<file path="src/hdl/rms_pkg.sv">
// Shared types, constants and helpers for the rate monotonic task scheduler.
package rms_pkg;

  localparam int unsigned SLOTS         = 4;
  localparam int unsigned NUM_TASKS_DEF = 4;
  localparam int unsigned TIME_W        = 32;
  localparam int unsigned PERIOD_W      = 16;
  localparam int unsigned BUDGET_W      = 8;
  localparam int unsigned TASK_IDX_W    = 2;
  localparam int unsigned RUN_W         = 3;
  localparam int unsigned APB_DATA_W    = 32;
  localparam int unsigned APB_ADDR_W    = 5;
  localparam int unsigned REG_IDX_W     = 3;

  localparam logic [TIME_W-1:0] TIME_MAX = '1;

  localparam logic [REG_IDX_W-1:0] REG_PERIOD_BASE = 3'd0;
  localparam logic [REG_IDX_W-1:0] REG_BUDGET_BASE = 3'd4;

  localparam logic [RUN_W-1:0] RUN_IDLE = 3'd0;

  typedef struct packed {
    logic [SLOTS-1:0][PERIOD_W-1:0] period;
    logic [SLOTS-1:0][BUDGET_W-1:0] budget;
  } cfg_t;

  typedef struct packed {
    logic [RUN_W-1:0]  task_run;
    logic [TIME_W-1:0] span;
    logic [TIME_W-1:0] time_now;
    logic              time_saturated;
  } res_t;

  function automatic logic [TIME_W-1:0] sat_add(input logic [TIME_W-1:0] a,
                                                input logic [TIME_W-1:0] b);
    logic [TIME_W:0] s;
    s = {1'b0, a} + {1'b0, b};
    return s[TIME_W] ? TIME_MAX : s[TIME_W-1:0];
  endfunction

endpackage

</file>
<file path="src/hdl/rms_cfg_regs.sv">
// APB register file holding the task periods and budgets.
module rms_cfg_regs (
  input  logic                                clk_i,
  input  logic                                rst_ni,
  input  logic                                psel,
  input  logic                                penable,
  input  logic                                pwrite,
  input  logic [rms_pkg::APB_ADDR_W-1:0]      paddr,
  input  logic [rms_pkg::APB_DATA_W-1:0]      pwdata,
  output logic [rms_pkg::APB_DATA_W-1:0]      prdata,
  output rms_pkg::cfg_t                       cfg_o
);

  rms_pkg::cfg_t                       cfg_q, cfg_d;
  logic [rms_pkg::REG_IDX_W-1:0]       idx;
  logic [rms_pkg::TASK_IDX_W-1:0]      slot;
  logic                                wr_en;

  assign idx   = paddr[rms_pkg::APB_ADDR_W-1:2];
  assign slot  = idx[rms_pkg::TASK_IDX_W-1:0];
  assign wr_en = psel && penable && pwrite;

  always_comb begin
    cfg_d = cfg_q;
    if (wr_en) begin
      if (idx < rms_pkg::REG_BUDGET_BASE) begin
        cfg_d.period[slot] = pwdata[rms_pkg::PERIOD_W-1:0];
      end else begin
        cfg_d.budget[slot] = pwdata[rms_pkg::BUDGET_W-1:0];
      end
    end
  end

  always_comb begin
    if (idx < rms_pkg::REG_BUDGET_BASE) begin
      prdata = {{(rms_pkg::APB_DATA_W-rms_pkg::PERIOD_W){1'b0}}, cfg_q.period[slot]};
    end else begin
      prdata = {{(rms_pkg::APB_DATA_W-rms_pkg::BUDGET_W){1'b0}}, cfg_q.budget[slot]};
    end
  end

  always_ff @(posedge clk_i or negedge rst_ni) begin
    if (!rst_ni) begin
      for (int i = 0; i < rms_pkg::SLOTS; i++) begin
        cfg_q.period[i] <= rms_pkg::PERIOD_W'(1);
        cfg_q.budget[i] <= rms_pkg::BUDGET_W'(1);
      end
    end else begin
      cfg_q <= cfg_d;
    end
  end

  assign cfg_o = cfg_q;

endmodule

</file>
<file path="src/hdl/rms_core.sv">
// Scheduler state and single-pass step logic: restart, pick, run, reload, idle jump.
module rms_core #(
  parameter int unsigned NUM_TASKS = rms_pkg::NUM_TASKS_DEF
) (
  input  logic          clk_i,
  input  logic          rst_ni,
  input  logic          step_i,
  input  logic          restart_i,
  input  rms_pkg::cfg_t cfg_i,
  output rms_pkg::res_t res_o
);

  logic [rms_pkg::BUDGET_W-1:0] rem_q [NUM_TASKS];
  logic [rms_pkg::BUDGET_W-1:0] rem_d [NUM_TASKS];
  logic [rms_pkg::TIME_W-1:0]   rel_q [NUM_TASKS];
  logic [rms_pkg::TIME_W-1:0]   rel_d [NUM_TASKS];
  logic [rms_pkg::TIME_W-1:0]   time_q, time_d;

  logic                           found;
  logic [rms_pkg::PERIOD_W-1:0]   best;
  logic [rms_pkg::TASK_IDX_W-1:0] pick;
  logic                           soon_found;
  logic [rms_pkg::TIME_W-1:0]     soon;
  logic [rms_pkg::BUDGET_W-1:0]   rem_dec;
  logic                           sat;

  // Shortest period among released tasks with budget left; ties keep lower index.
  always_comb begin
    found = 1'b0;
    best  = '0;
    pick  = '0;
    for (int i = 0; i < NUM_TASKS; i++) begin
      if (rem_q[i] != '0 && rel_q[i] <= time_q) begin
        if (!found || cfg_i.period[i] < best) begin
          found = 1'b1;
          best  = cfg_i.period[i];
          pick  = rms_pkg::TASK_IDX_W'(i);
        end
      end
    end
  end

  // Earliest release strictly after now.
  always_comb begin
    soon_found = 1'b0;
    soon       = '0;
    for (int i = 0; i < NUM_TASKS; i++) begin
      if (rel_q[i] > time_q && (!soon_found || rel_q[i] < soon)) begin
        soon_found = 1'b1;
        soon       = rel_q[i];
      end
    end
  end

  always_comb begin
    rem_dec = '0;
    time_d  = time_q;
    for (int i = 0; i < NUM_TASKS; i++) begin
      rem_d[i] = rem_q[i];
      rel_d[i] = rel_q[i];
    end
    if (restart_i) begin
      time_d = '0;
      for (int i = 0; i < NUM_TASKS; i++) begin
        rem_d[i] = cfg_i.budget[i];
        rel_d[i] = '0;
      end
    end else if (found) begin
      time_d = rms_pkg::sat_add(time_q, rms_pkg::TIME_W'(1));
      for (int i = 0; i < NUM_TASKS; i++) begin
        if (pick == rms_pkg::TASK_IDX_W'(i)) begin
          rem_dec = rem_q[i] - rms_pkg::BUDGET_W'(1);
          if (rem_dec == '0) begin
            rem_d[i] = cfg_i.budget[i];
            rel_d[i] = rms_pkg::sat_add(rel_q[i],
                         {{(rms_pkg::TIME_W-rms_pkg::PERIOD_W){1'b0}}, cfg_i.period[i]});
          end else begin
            rem_d[i] = rem_dec;
          end
        end
      end
    end else if (soon_found) begin
      time_d = soon;
    end
  end

  always_comb begin
    sat = (time_d == rms_pkg::TIME_MAX);
    for (int i = 0; i < NUM_TASKS; i++) begin
      if (rel_d[i] == rms_pkg::TIME_MAX) begin
        sat = 1'b1;
      end
    end
  end

  always_comb begin
    if (restart_i) begin
      res_o.task_run       = rms_pkg::RUN_IDLE;
      res_o.span           = '0;
      res_o.time_now       = '0;
      res_o.time_saturated = 1'b0;
    end else begin
      res_o.task_run       = found ? ({1'b0, pick} + rms_pkg::RUN_W'(1)) : rms_pkg::RUN_IDLE;
      res_o.span           = time_d - time_q;
      res_o.time_now       = time_d;
      res_o.time_saturated = sat;
    end
  end

  always_ff @(posedge clk_i or negedge rst_ni) begin
    if (!rst_ni) begin
      time_q <= '0;
      for (int i = 0; i < NUM_TASKS; i++) begin
        rem_q[i] <= '0;
        rel_q[i] <= '0;
      end
    end else if (step_i) begin
      time_q <= time_d;
      for (int i = 0; i < NUM_TASKS; i++) begin
        rem_q[i] <= rem_d[i];
        rel_q[i] <= rel_d[i];
      end
    end
  end

endmodule

</file>
<file path="src/hdl/rate_monotonic_task_scheduler.sv">
// Top level of the rate monotonic task scheduler: handshake stages, core, registers.
//
//   channel | direction | handshake               | payload
//   in      | input     | in_valid_i / in_stall_o   | restart_i
//   out     | output    | out_valid_o / out_stall_i | task_run_o, span_o, time_now_o,
//           |           |                           | time_saturated_o
//   cfg     | input     | psel/penable/pwrite/pready | paddr, pwdata, prdata
//
// One transaction per cycle sustained when the output does not stall; order: input
// register, then the step logic feeding the result register, which also updates the
// schedule state. Reset clears the schedule state and sets every period and budget to 1.
// An output stall holds the result and the input register together; in_stall_o follows.
module rate_monotonic_task_scheduler #(
  parameter int unsigned NUM_TASKS = rms_pkg::NUM_TASKS_DEF
) (
  input  logic                           clk_i,
  input  logic                           rst_ni,
  input  logic                           in_valid_i,
  output logic                           in_stall_o,
  input  logic                           restart_i,
  output logic                           out_valid_o,
  input  logic                           out_stall_i,
  output logic [rms_pkg::RUN_W-1:0]      task_run_o,
  output logic [rms_pkg::TIME_W-1:0]     span_o,
  output logic [rms_pkg::TIME_W-1:0]     time_now_o,
  output logic                           time_saturated_o,
  input  logic                           psel,
  input  logic                           penable,
  input  logic                           pwrite,
  input  logic [rms_pkg::APB_ADDR_W-1:0] paddr,
  input  logic [rms_pkg::APB_DATA_W-1:0] pwdata,
  output logic [rms_pkg::APB_DATA_W-1:0] prdata,
  output logic                           pready
);

  rms_pkg::cfg_t cfg;
  rms_pkg::res_t res, res_q;
  logic          s1_valid_q, s1_restart_q;
  logic          out_valid_q;
  logic          adv, step;

  assign pready = 1'b1;

  rms_cfg_regs u_cfg (
    .clk_i   (clk_i),
    .rst_ni  (rst_ni),
    .psel    (psel),
    .penable (penable),
    .pwrite  (pwrite),
    .paddr   (paddr),
    .pwdata  (pwdata),
    .prdata  (prdata),
    .cfg_o   (cfg)
  );

  assign adv        = !out_valid_q || !out_stall_i;
  assign step       = s1_valid_q && adv;
  assign in_stall_o = s1_valid_q && !adv;

  rms_core #(
    .NUM_TASKS (NUM_TASKS)
  ) u_core (
    .clk_i     (clk_i),
    .rst_ni    (rst_ni),
    .step_i    (step),
    .restart_i (s1_restart_q),
    .cfg_i     (cfg),
    .res_o     (res)
  );

  always_ff @(posedge clk_i or negedge rst_ni) begin
    if (!rst_ni) begin
      s1_valid_q  <= 1'b0;
      out_valid_q <= 1'b0;
    end else begin
      if (!in_stall_o) begin
        s1_valid_q <= in_valid_i;
      end
      if (adv) begin
        out_valid_q <= s1_valid_q;
      end
    end
  end

  always_ff @(posedge clk_i) begin
    if (in_valid_i && !in_stall_o) begin
      s1_restart_q <= restart_i;
    end
    if (step) begin
      res_q <= res;
    end
  end

  assign out_valid_o      = out_valid_q;
  assign task_run_o       = res_q.task_run;
  assign span_o           = res_q.span;
  assign time_now_o       = res_q.time_now;
  assign time_saturated_o = res_q.time_saturated;

`ifndef SYNTHESIS
  a_run_span : assert property (@(posedge clk_i) disable iff (!rst_ni)
    out_valid_o && task_run_o != rms_pkg::RUN_IDLE |-> span_o <= rms_pkg::TIME_W'(1))
    else $error("run result advanced time by more than one tick");

  a_run_range : assert property (@(posedge clk_i) disable iff (!rst_ni)
    out_valid_o |-> task_run_o <= rms_pkg::RUN_W'(NUM_TASKS))
    else $error("task number beyond configured task count");

  a_restart_res : assert property (@(posedge clk_i) disable iff (!rst_ni)
    step && s1_restart_q |=> out_valid_o && time_now_o == '0 && span_o == '0
      && task_run_o == rms_pkg::RUN_IDLE && !time_saturated_o)
    else $error("restart transaction did not return a cleared result");
`endif

endmodule
</file>
<file path="config.mk">
export PLATFORM = sky130hd
export DESIGN_NAME = rate_monotonic_task_scheduler
export DESIGN_NICKNAME = d
export VERILOG_FILES = /design/src/hdl/rms_pkg.sv /design/src/hdl/rms_cfg_regs.sv /design/src/hdl/rms_core.sv /design/src/hdl/rate_monotonic_task_scheduler.sv
export SDC_FILE = /design/constraint.sdc
export NUM_CORES = 2
export LEC_CHECK = 0
export BUFFER_PORTS_ARGS = -buffer_cell sky130_fd_sc_hd__buf_2
export CAP_MARGIN = 10
export CELL_PAD_IN_SITES_DETAIL_PLACEMENT = 0
export CELL_PAD_IN_SITES_GLOBAL_PLACEMENT = 1
export CORE_UTILIZATION = 40
export DETAILED_ROUTE_END_ITERATION = 8
export PLACE_DENSITY_LB_ADDON = 0.1
export SYNTH_ARGS = -nofsm -noshare
export SYNTH_HDL_FRONTEND = slang
export SYNTH_SLANG_ARGS = --single-unit
</file>
<file path="constraint.sdc">
create_clock -name clk_i -period 12.8 [get_ports clk_i]
set_input_delay 1.92 -clock clk_i [delete_from_list [all_inputs] [get_ports clk_i]]
set_output_delay 1.92 -clock clk_i [all_outputs]
set_load 0.02 [all_outputs]
</file>
==> Yosys cells after proc, flatten, opt, wreduce, memory -nomap -nowiden <==
Cells that the tools add are included.
{ "op_classes": {"n_addsub": 11, "magnitude_cmp": 17, "eq_ne": 8, "muxes": 69, "bitwise": 2, "n_reduce_logical": 51} }
{ "ops": {"columns": ["op", "n"], "rows": [
  ["two-way mux 32 bit", 22],
  ["two-way mux 128 bit", 2],
  ["== test 32 bit (second input constant)", 5],
  ["adder 32 x 16 -> 33 bit", 4],
  ["greater-than comparator 32 bit", 4],
  ["less-or-equal comparator 32 bit", 4],
  ["two-way mux 16 bit", 8],
  ["less-than comparator 32 bit", 3],
  ["two-way mux 8 bit", 10],
  ["bitwise mux 64 bit", 1],
  ["less-than comparator 16 bit", 3],
  ["adder 32 x 1 -> 33 bit (second input constant)", 1],
  ["binary-select mux 16 bit (select 2 bit)", 1],
  ["bitwise mux 32 bit", 1],
  ["demux 16 bit (select 2 bit)", 1],
  ["logical NOT 8 bit", 4],
  ["nonzero test 8 bit", 4],
  ["subtractor 32 bit", 1],
  ["subtractor 8 x 1 -> 8 bit (second input constant)", 4],
  ["binary-select mux 8 bit (select 2 bit)", 1],
  ["demux 8 bit (select 2 bit)", 1],
  ["two-way mux 1 bit", 16],
  ["logical AND 1 bit", 13],
  ["AND reduction 3 bit", 4],
  ["14 further kinds", 40]
]} }
{ "totals": {"register_bits": 359, "in_bits": 45, "output_inout_bits": 103, "word_cells": 182} }

==> Longest topological paths before layout <==
{ "logic_depth": {"depth_word": 24, "depth_mapped": 67, "depth_no_buf": 58} }

==> Cells and area by module <==
A second synthesis with hierarchy kept.
{ "unflattened": {"cells_unflattened": 3594, "hier_area_um2": 31377.6} }
{ "by_module_without_submodules": {"columns": ["module", "instances", "cells_per_inst", "area_per_inst_um2", "seq_area_each_um2"], "rows": [
  ["rms_core", 1, 3220, 24619.9, 4804.6],
  ["rms_cfg_regs", 1, 295, 4581.9, 2412.3],
  ["rate_monotonic_task_scheduler", 1, 79, 2175.8, 2122.0]
]} }

==> Worst setup path before layout <==
No wires, ideal clock.
{ "synth_timing": {"kind": "register -> register", "start": "register u_core.time_q[31] (netlist bit)", "end": "register res_q (netlist bit span_o[29]) (data pin)", "setup_ns": 0.272, "t_arrival_ns": 12.954, "required_ns": 12.528, "setup_slack_ns": -0.425, "path_stages_with_launch": 65, "path_buffers": 11, "period_less_slack_ns": 13.225, "path_cell_list": "dfrtp_1 clkbuf_1 inv_1 ha_1 nand4_2 nor4_4 nand2b_2 a31oi_4 or2_1 buf_2 clkbuf_1 buf_1 nand2_1 ha_1 nand3_1 o221ai_1 a221oi_1 a21oi_1 [29 not listed] clkbuf_1 buf_1 nor2_1 a221oi_1 o22ai_1 ha_1 a21o_1 a21o_1 a21o_1 a21oi_1 o2111ai_1 o21ai_2 o211a_1 a211oi_4 a31o_4 a21o_4 nor4b_1 or4_1"} }
{ "synth_via": {"elab_chain_cells": 18, "word_cells_on_any_way": 59, "cone_classes": "2 x add/sub; 14 x order compare; 24 x mux; 19 x reduce/logical"} }
{ "synth_rtl": {"columns": ["item", "line", "rtl"], "rows": [
  ["from (decl)", "rms_core.sv:17", "logic [rms_pkg::TIME_W-1:0] time_q, time_d;"],
  ["from (signal assigned)", "rms_core.sv:118", "time_q <= time_d;"],
  ["greater-than comparator 32 bit / less-or-equal comparator 32 bit (equally long branches)", "rms_core.sv:48, rms_core.sv:33", null],
  ["two-way mux 32 bit, or another cell as far along", "rms_core.sv:48", "if (rel_q[i] > time_q && (!soon_found || rel_q[i] < soon)) begin"],
  ["less-than comparator 32 bit, or another cell as far along", "rms_core.sv:48", null],
  ["logical OR 1 bit, or another cell as far along", "rms_core.sv:48", null],
  ["logical AND 1 bit / logical OR 1 bit (equally long branches)", "rms_core.sv:48, rms_core.sv:34", null],
  ["two-way mux 32 bit, or another cell as far along", "rms_core.sv:48", null],
  ["less-than comparator 32 bit, or another cell as far along", "rms_core.sv:48", null],
  ["logical OR 1 bit, or another cell as far along", "rms_core.sv:48", null],
  ["[3 not listed]", null, null],
  ["logical OR 1 bit, or another cell as far along", "rms_core.sv:48", null],
  ["logical AND 1 bit / logical OR 1 bit (equally long branches)", "rms_core.sv:48, rms_core.sv:34", null],
  ["two-way mux 32 bit, or another cell as far along", "rms_core.sv:48", null],
  ["two-way mux 32 bit / two-way mux 1 bit (equally long branches)", "rms_core.sv:82, rms_core.sv:33", null],
  ["two-way mux 32 bit (*)", "rms_core.sv:68", "end else if (found) begin"],
  ["two-way mux 32 bit (*)", "rms_core.sv:62", "if (restart_i) begin"],
  ["net u_core.time_d, one bit", "rms_core.sv:17", null],
  ["subtractor 32 bit (*)", "rms_core.sv:104", "res_o.span = time_d - time_q;"],
  ["to (signal assigned)", "rate_monotonic_task_scheduler.sv:90", "res_q <= res;"],
  ["to (decl)", "rate_monotonic_task_scheduler.sv:37", "rms_pkg::res_t res, res_q;"]
]} }
Mark *: on every way through the listed nets, which the timed path passes. The rest lies on a longest branch.
A chain may end at the register's enable or synchronous reset.

==> Final worst setup path <==
{ "layout_timing": {"start": "register u_core.time_q[20] (netlist bit)", "end": "register res_q (netlist bit span_o[23]) (data pin)"} }
{ "layout_via": {"elab_chain_cells": 18, "word_cells_on_any_way": 59, "cone_classes": "2 x add/sub; 14 x order compare; 24 x mux; 19 x reduce/logical"} }
{ "layout_rtl": {"columns": ["item", "line"], "rows": [
  ["greater-than comparator 32 bit / less-or-equal comparator 32 bit (equally long branches)", "rms_core.sv:48, rms_core.sv:33"],
  ["two-way mux 32 bit, or another cell as far along", "rms_core.sv:48"],
  ["less-than comparator 32 bit, or another cell as far along", "rms_core.sv:48"],
  ["logical OR 1 bit, or another cell as far along", "rms_core.sv:48"],
  ["logical AND 1 bit / logical OR 1 bit (equally long branches)", "rms_core.sv:48, rms_core.sv:34"],
  ["two-way mux 32 bit, or another cell as far along", "rms_core.sv:48"],
  ["less-than comparator 32 bit, or another cell as far along", "rms_core.sv:48"],
  ["logical OR 1 bit, or another cell as far along", "rms_core.sv:48"],
  ["[2 not listed]", null],
  ["less-than comparator 32 bit, or another cell as far along", "rms_core.sv:48"],
  ["logical OR 1 bit, or another cell as far along", "rms_core.sv:48"],
  ["logical AND 1 bit / logical OR 1 bit (equally long branches)", "rms_core.sv:48, rms_core.sv:34"],
  ["two-way mux 32 bit, or another cell as far along", "rms_core.sv:48"],
  ["two-way mux 32 bit / two-way mux 1 bit (equally long branches)", "rms_core.sv:82, rms_core.sv:33"],
  ["two-way mux 32 bit", "rms_core.sv:68"],
  ["two-way mux 32 bit", "rms_core.sv:62"],
  ["subtractor 32 bit (*)", "rms_core.sv:104"]
]} }
Mark *: on every way between the ends. The rest lies on a longest branch, timed or not.

==> flow_summary.yaml <==
status:
  status: "finished, final reports clean"
clock_tree:
  clk_latency_ns: 0.62
  cts_buffers: 45
  clkSinkCount: 359
  clk_pin_slew_worst_paths_ns: 0.06
  cts.path.max_buffers: 3
  tritoncts: "built"
  ctsHoldBuffers: 0
  root_buffer: "clkbuf_16"
  h-tree-depth: 2
sta:
  timing.final.setup_violations: 0
  slew_violations: 0
  period_share_pct: 97.6
  min_period_ns: 12.50
  worst_slack_ns: 0.304
  tightest_slew_ns: 1.12
  finClkSkew_ns: 0.0377
  fmax_mhz: 80.0
  hold_violations: 0
  slew_headroom_pct: 25.3
worst_setup_path:
  r2r_cells: 66
  crit_arrival_ns: 12.83
  r2r-end: "span_o[23]"
  reg2reg_setup_slack_ns: 0.30
  rr_startpoint: "u_core.time_q[20]"
  cp_data_required_time_ns: 13.14
  crit_type: "reg -> reg"
  critPathLaunchType: "register"
  critPathMaxStageDelay_ns: 0.47
  crit_top_cell: "buf_4"
  crit_fanout: 10
  slowest_stage: "a2111o_1"
  end_kind: "register"
placement:
  place_inst: 5091
  io_buffers: 112
  hpwl_um: 100000
  place_ws_ns: -0.707
  place.gp.congestion: 0.988
detailed_routing:
  drt-total-wl_um: 128000
  drc: 0
  drt_iter0_drc: 2596
  via_per_inst: 5.91
  met1Wirelength_um: 55700
  drtPass1Iterations: 6
  top_layer: "met5"
  wl_per_cell_um: 24.5
  wl_met3_um: 6470
  wl_met2_um: 59200
  vias: 30800
  ant_nets: 0
synthesis:
  synth.distinct_cells: 93
  async_flop_share_pct: 80.8
  synth_most_common_cell: "nand2_1"
  synth_flop_cell: "dfrtp_1"
  synth_area_sq_mm: 0.0310
  synth_area_per_cell_sq_um: 8.50
  synth.area.top_cells: "dfrtp_1, ha_1, edfxtp_1, a21oi_1, o21ai_0"
  synthCells: 3651
  yosys_warnings: 0
  synth_area_leader_cell: "dfrtp_1"
  ys_ff_latch: 359
  synth_enable_flop_cells: 69
  synth_common_cells: "nand2_1, ha_1, a21oi_1"
  yosysTopAreaCellShare_pct: 22.7
  ys_seq_area_share_pct: 30.1
global_route:
  grt_use_total_pct: 31.8
  grt_pass1_wl_um: 188000
  grt-ovfl-total: 0
  antenna_found_initial: 7
  grt_pass1_vias: 30100
  grt_max_degree: 123
floorplan:
  io_pins: 148
  die_w_um: 281
  start_util_pct: 40.6
  die-area_sq_mm: 0.0787
  num_rows: 101
  die_h_um: 281
  core-area_sq_mm: 0.0763
cells_and_area:
  syn_to_final_growth_pct: 25.0
  final_nets: 4571
  stdcell_count: 5215
  antennaDiodeCount: 0
  drive_above_1_share_pct: 24.8
min_path:
  hold_end: "u_core.rem_q[0]"
  hp-class: "reg -> reg"
  hold_depth: 2
  min_from: "u_cfg.cfg_o[24]"
job:
  maxCapViolCount: 0
## state kept, by name, summed over array words and instances, names as in the netlist, 3 cells and up
name and flops:
span_o 32, task_run_o 3, time_now_o 32, u_cfg.cfg_o 96, u_core.rel_q 128, u_core.rem_q 32
u_core.time_q 32
## critical path, delay by kind of cell (launching register included)
kind                       cells  cell delay, ns
adders and majority gates      5            1.31
AOI/OAI and AO/OA             32            6.52
xor gates and xnor gates       1            0.12
and+or+nand+nor               12            1.62
buffers and inverters         16            2.19
DFF                            1            0.42
## how the worst max path moves through the flow
stage / start / endpoint / slack (ns) / cells past startpoint
after global routing: u_core.time_q[27] / span_o[23] / -0.14 / 65
after detailed placement: u_core.time_q[29] / span_o[29] / -0.71 / 58
final: u_core.time_q[20] / span_o[23] / 0.30 / 66
after CTS: u_core.time_q[29] / span_o[28] / 0.02 / 62
after floorplan: u_core.time_q[31] / span_o[29] / 0.08 / 63
after global placement: u_core.time_q[29] / span_o[29] / -0.59 / 58
## stage by stage
| step | hold WS, ns | instance area [sq um] | setup TNS, ns | util, % |
|---|---|---|---|---|
| 6_report | 0.523 | 38800 | 0 | 50.8 |
| 5_1_grt | 0.569 | 38800 | -0.645 | 50.8 |
| 4_1_cts | 0.527 | 37600 | 0 | 49.2 |
| 3_5_place_dp | 0.519 | 35800 | -6.61 | 46.9 |
| 3_3_place_gp | 0.508 | 35800 | -4.41 | 46.9 |
| 2_1_floorplan | 0.457 | 31100 | 0 | - |
## cell usage in the layout, fill, tap and decap left out, drive strengths merged, types with 15 or more instances in the layout
master	Yosys	final
nand2	387	387
clkinv	3	15
dfrtp	282	282
nor2b	26	26
nor4	39	39
conb	2	17
nand2b	29	29
o22ai	19	19
edfxtp	69	69
o211ai	42	42
inv	172	177
xnor2	96	96
nor3	67	67
a31oi	59	59
mux4	24	24
nand3	88	88
and2	25	26
a22oi	25	25
a221oi	29	29
clkbuf	142	65
a21o	63	63
o21a	23	23
and3	37	37
o221ai	15	15
a21oi	330	330
and4	16	16
a211oi	37	37
o21ai	328	328
nor2	300	300
nand4	81	81
ha	374	374
buf	46	617
xor2	27	27
o22a	37	37
mux2	111	111
## cell families (layout without fill, tap and decap cells)
group                      after synthesis  count (layout)  share of synthesized area (%)
buffers and inverters                  363             881                           4.62
other                                    2              17                         0.0242
DFF                                    359             359                           30.1
and+or+nand+nor                       1148            1149                           17.4
muxes                                  144             144                           6.06
xor gates and xnor gates               123             123                           3.50
adders and majority gates              379             379                           15.4
AOI/OAI and AO/OA                     1133            1133                           22.9
## final cells by class
cell class	count	area (sq um)
clock inverters	24	302
clock buffers	60	1270
fillers	7275	37500
inverters	175	662
well taps	1030	1290
repair buffers	622	4630
multi-input cells	2945	21300
flip-flops and latches	359	9340
## metal layers
| layer | global-route usage [%] | vias up |
|---|---|---|
| met5 | 0 | - |
| li1 | - | 14500 |
| met3 | 3.20 | 242 |
| met4 | 13.5 | 2 |
| met1 | 41.8 | 15100 |
| met2 | 53.0 | 986 |
## repair_timing
action                     4_1_cts  5_1_grt
setup endpoints to repair       22       23
setup buffers                   13       22
pin swaps                        6       80
gates cloned                     0        7
gates resized for setup         21      201
Power is left out: the tool's default activity adds up to more than one toggle a clock period on the data nets, which glitch-free logic cannot reach.
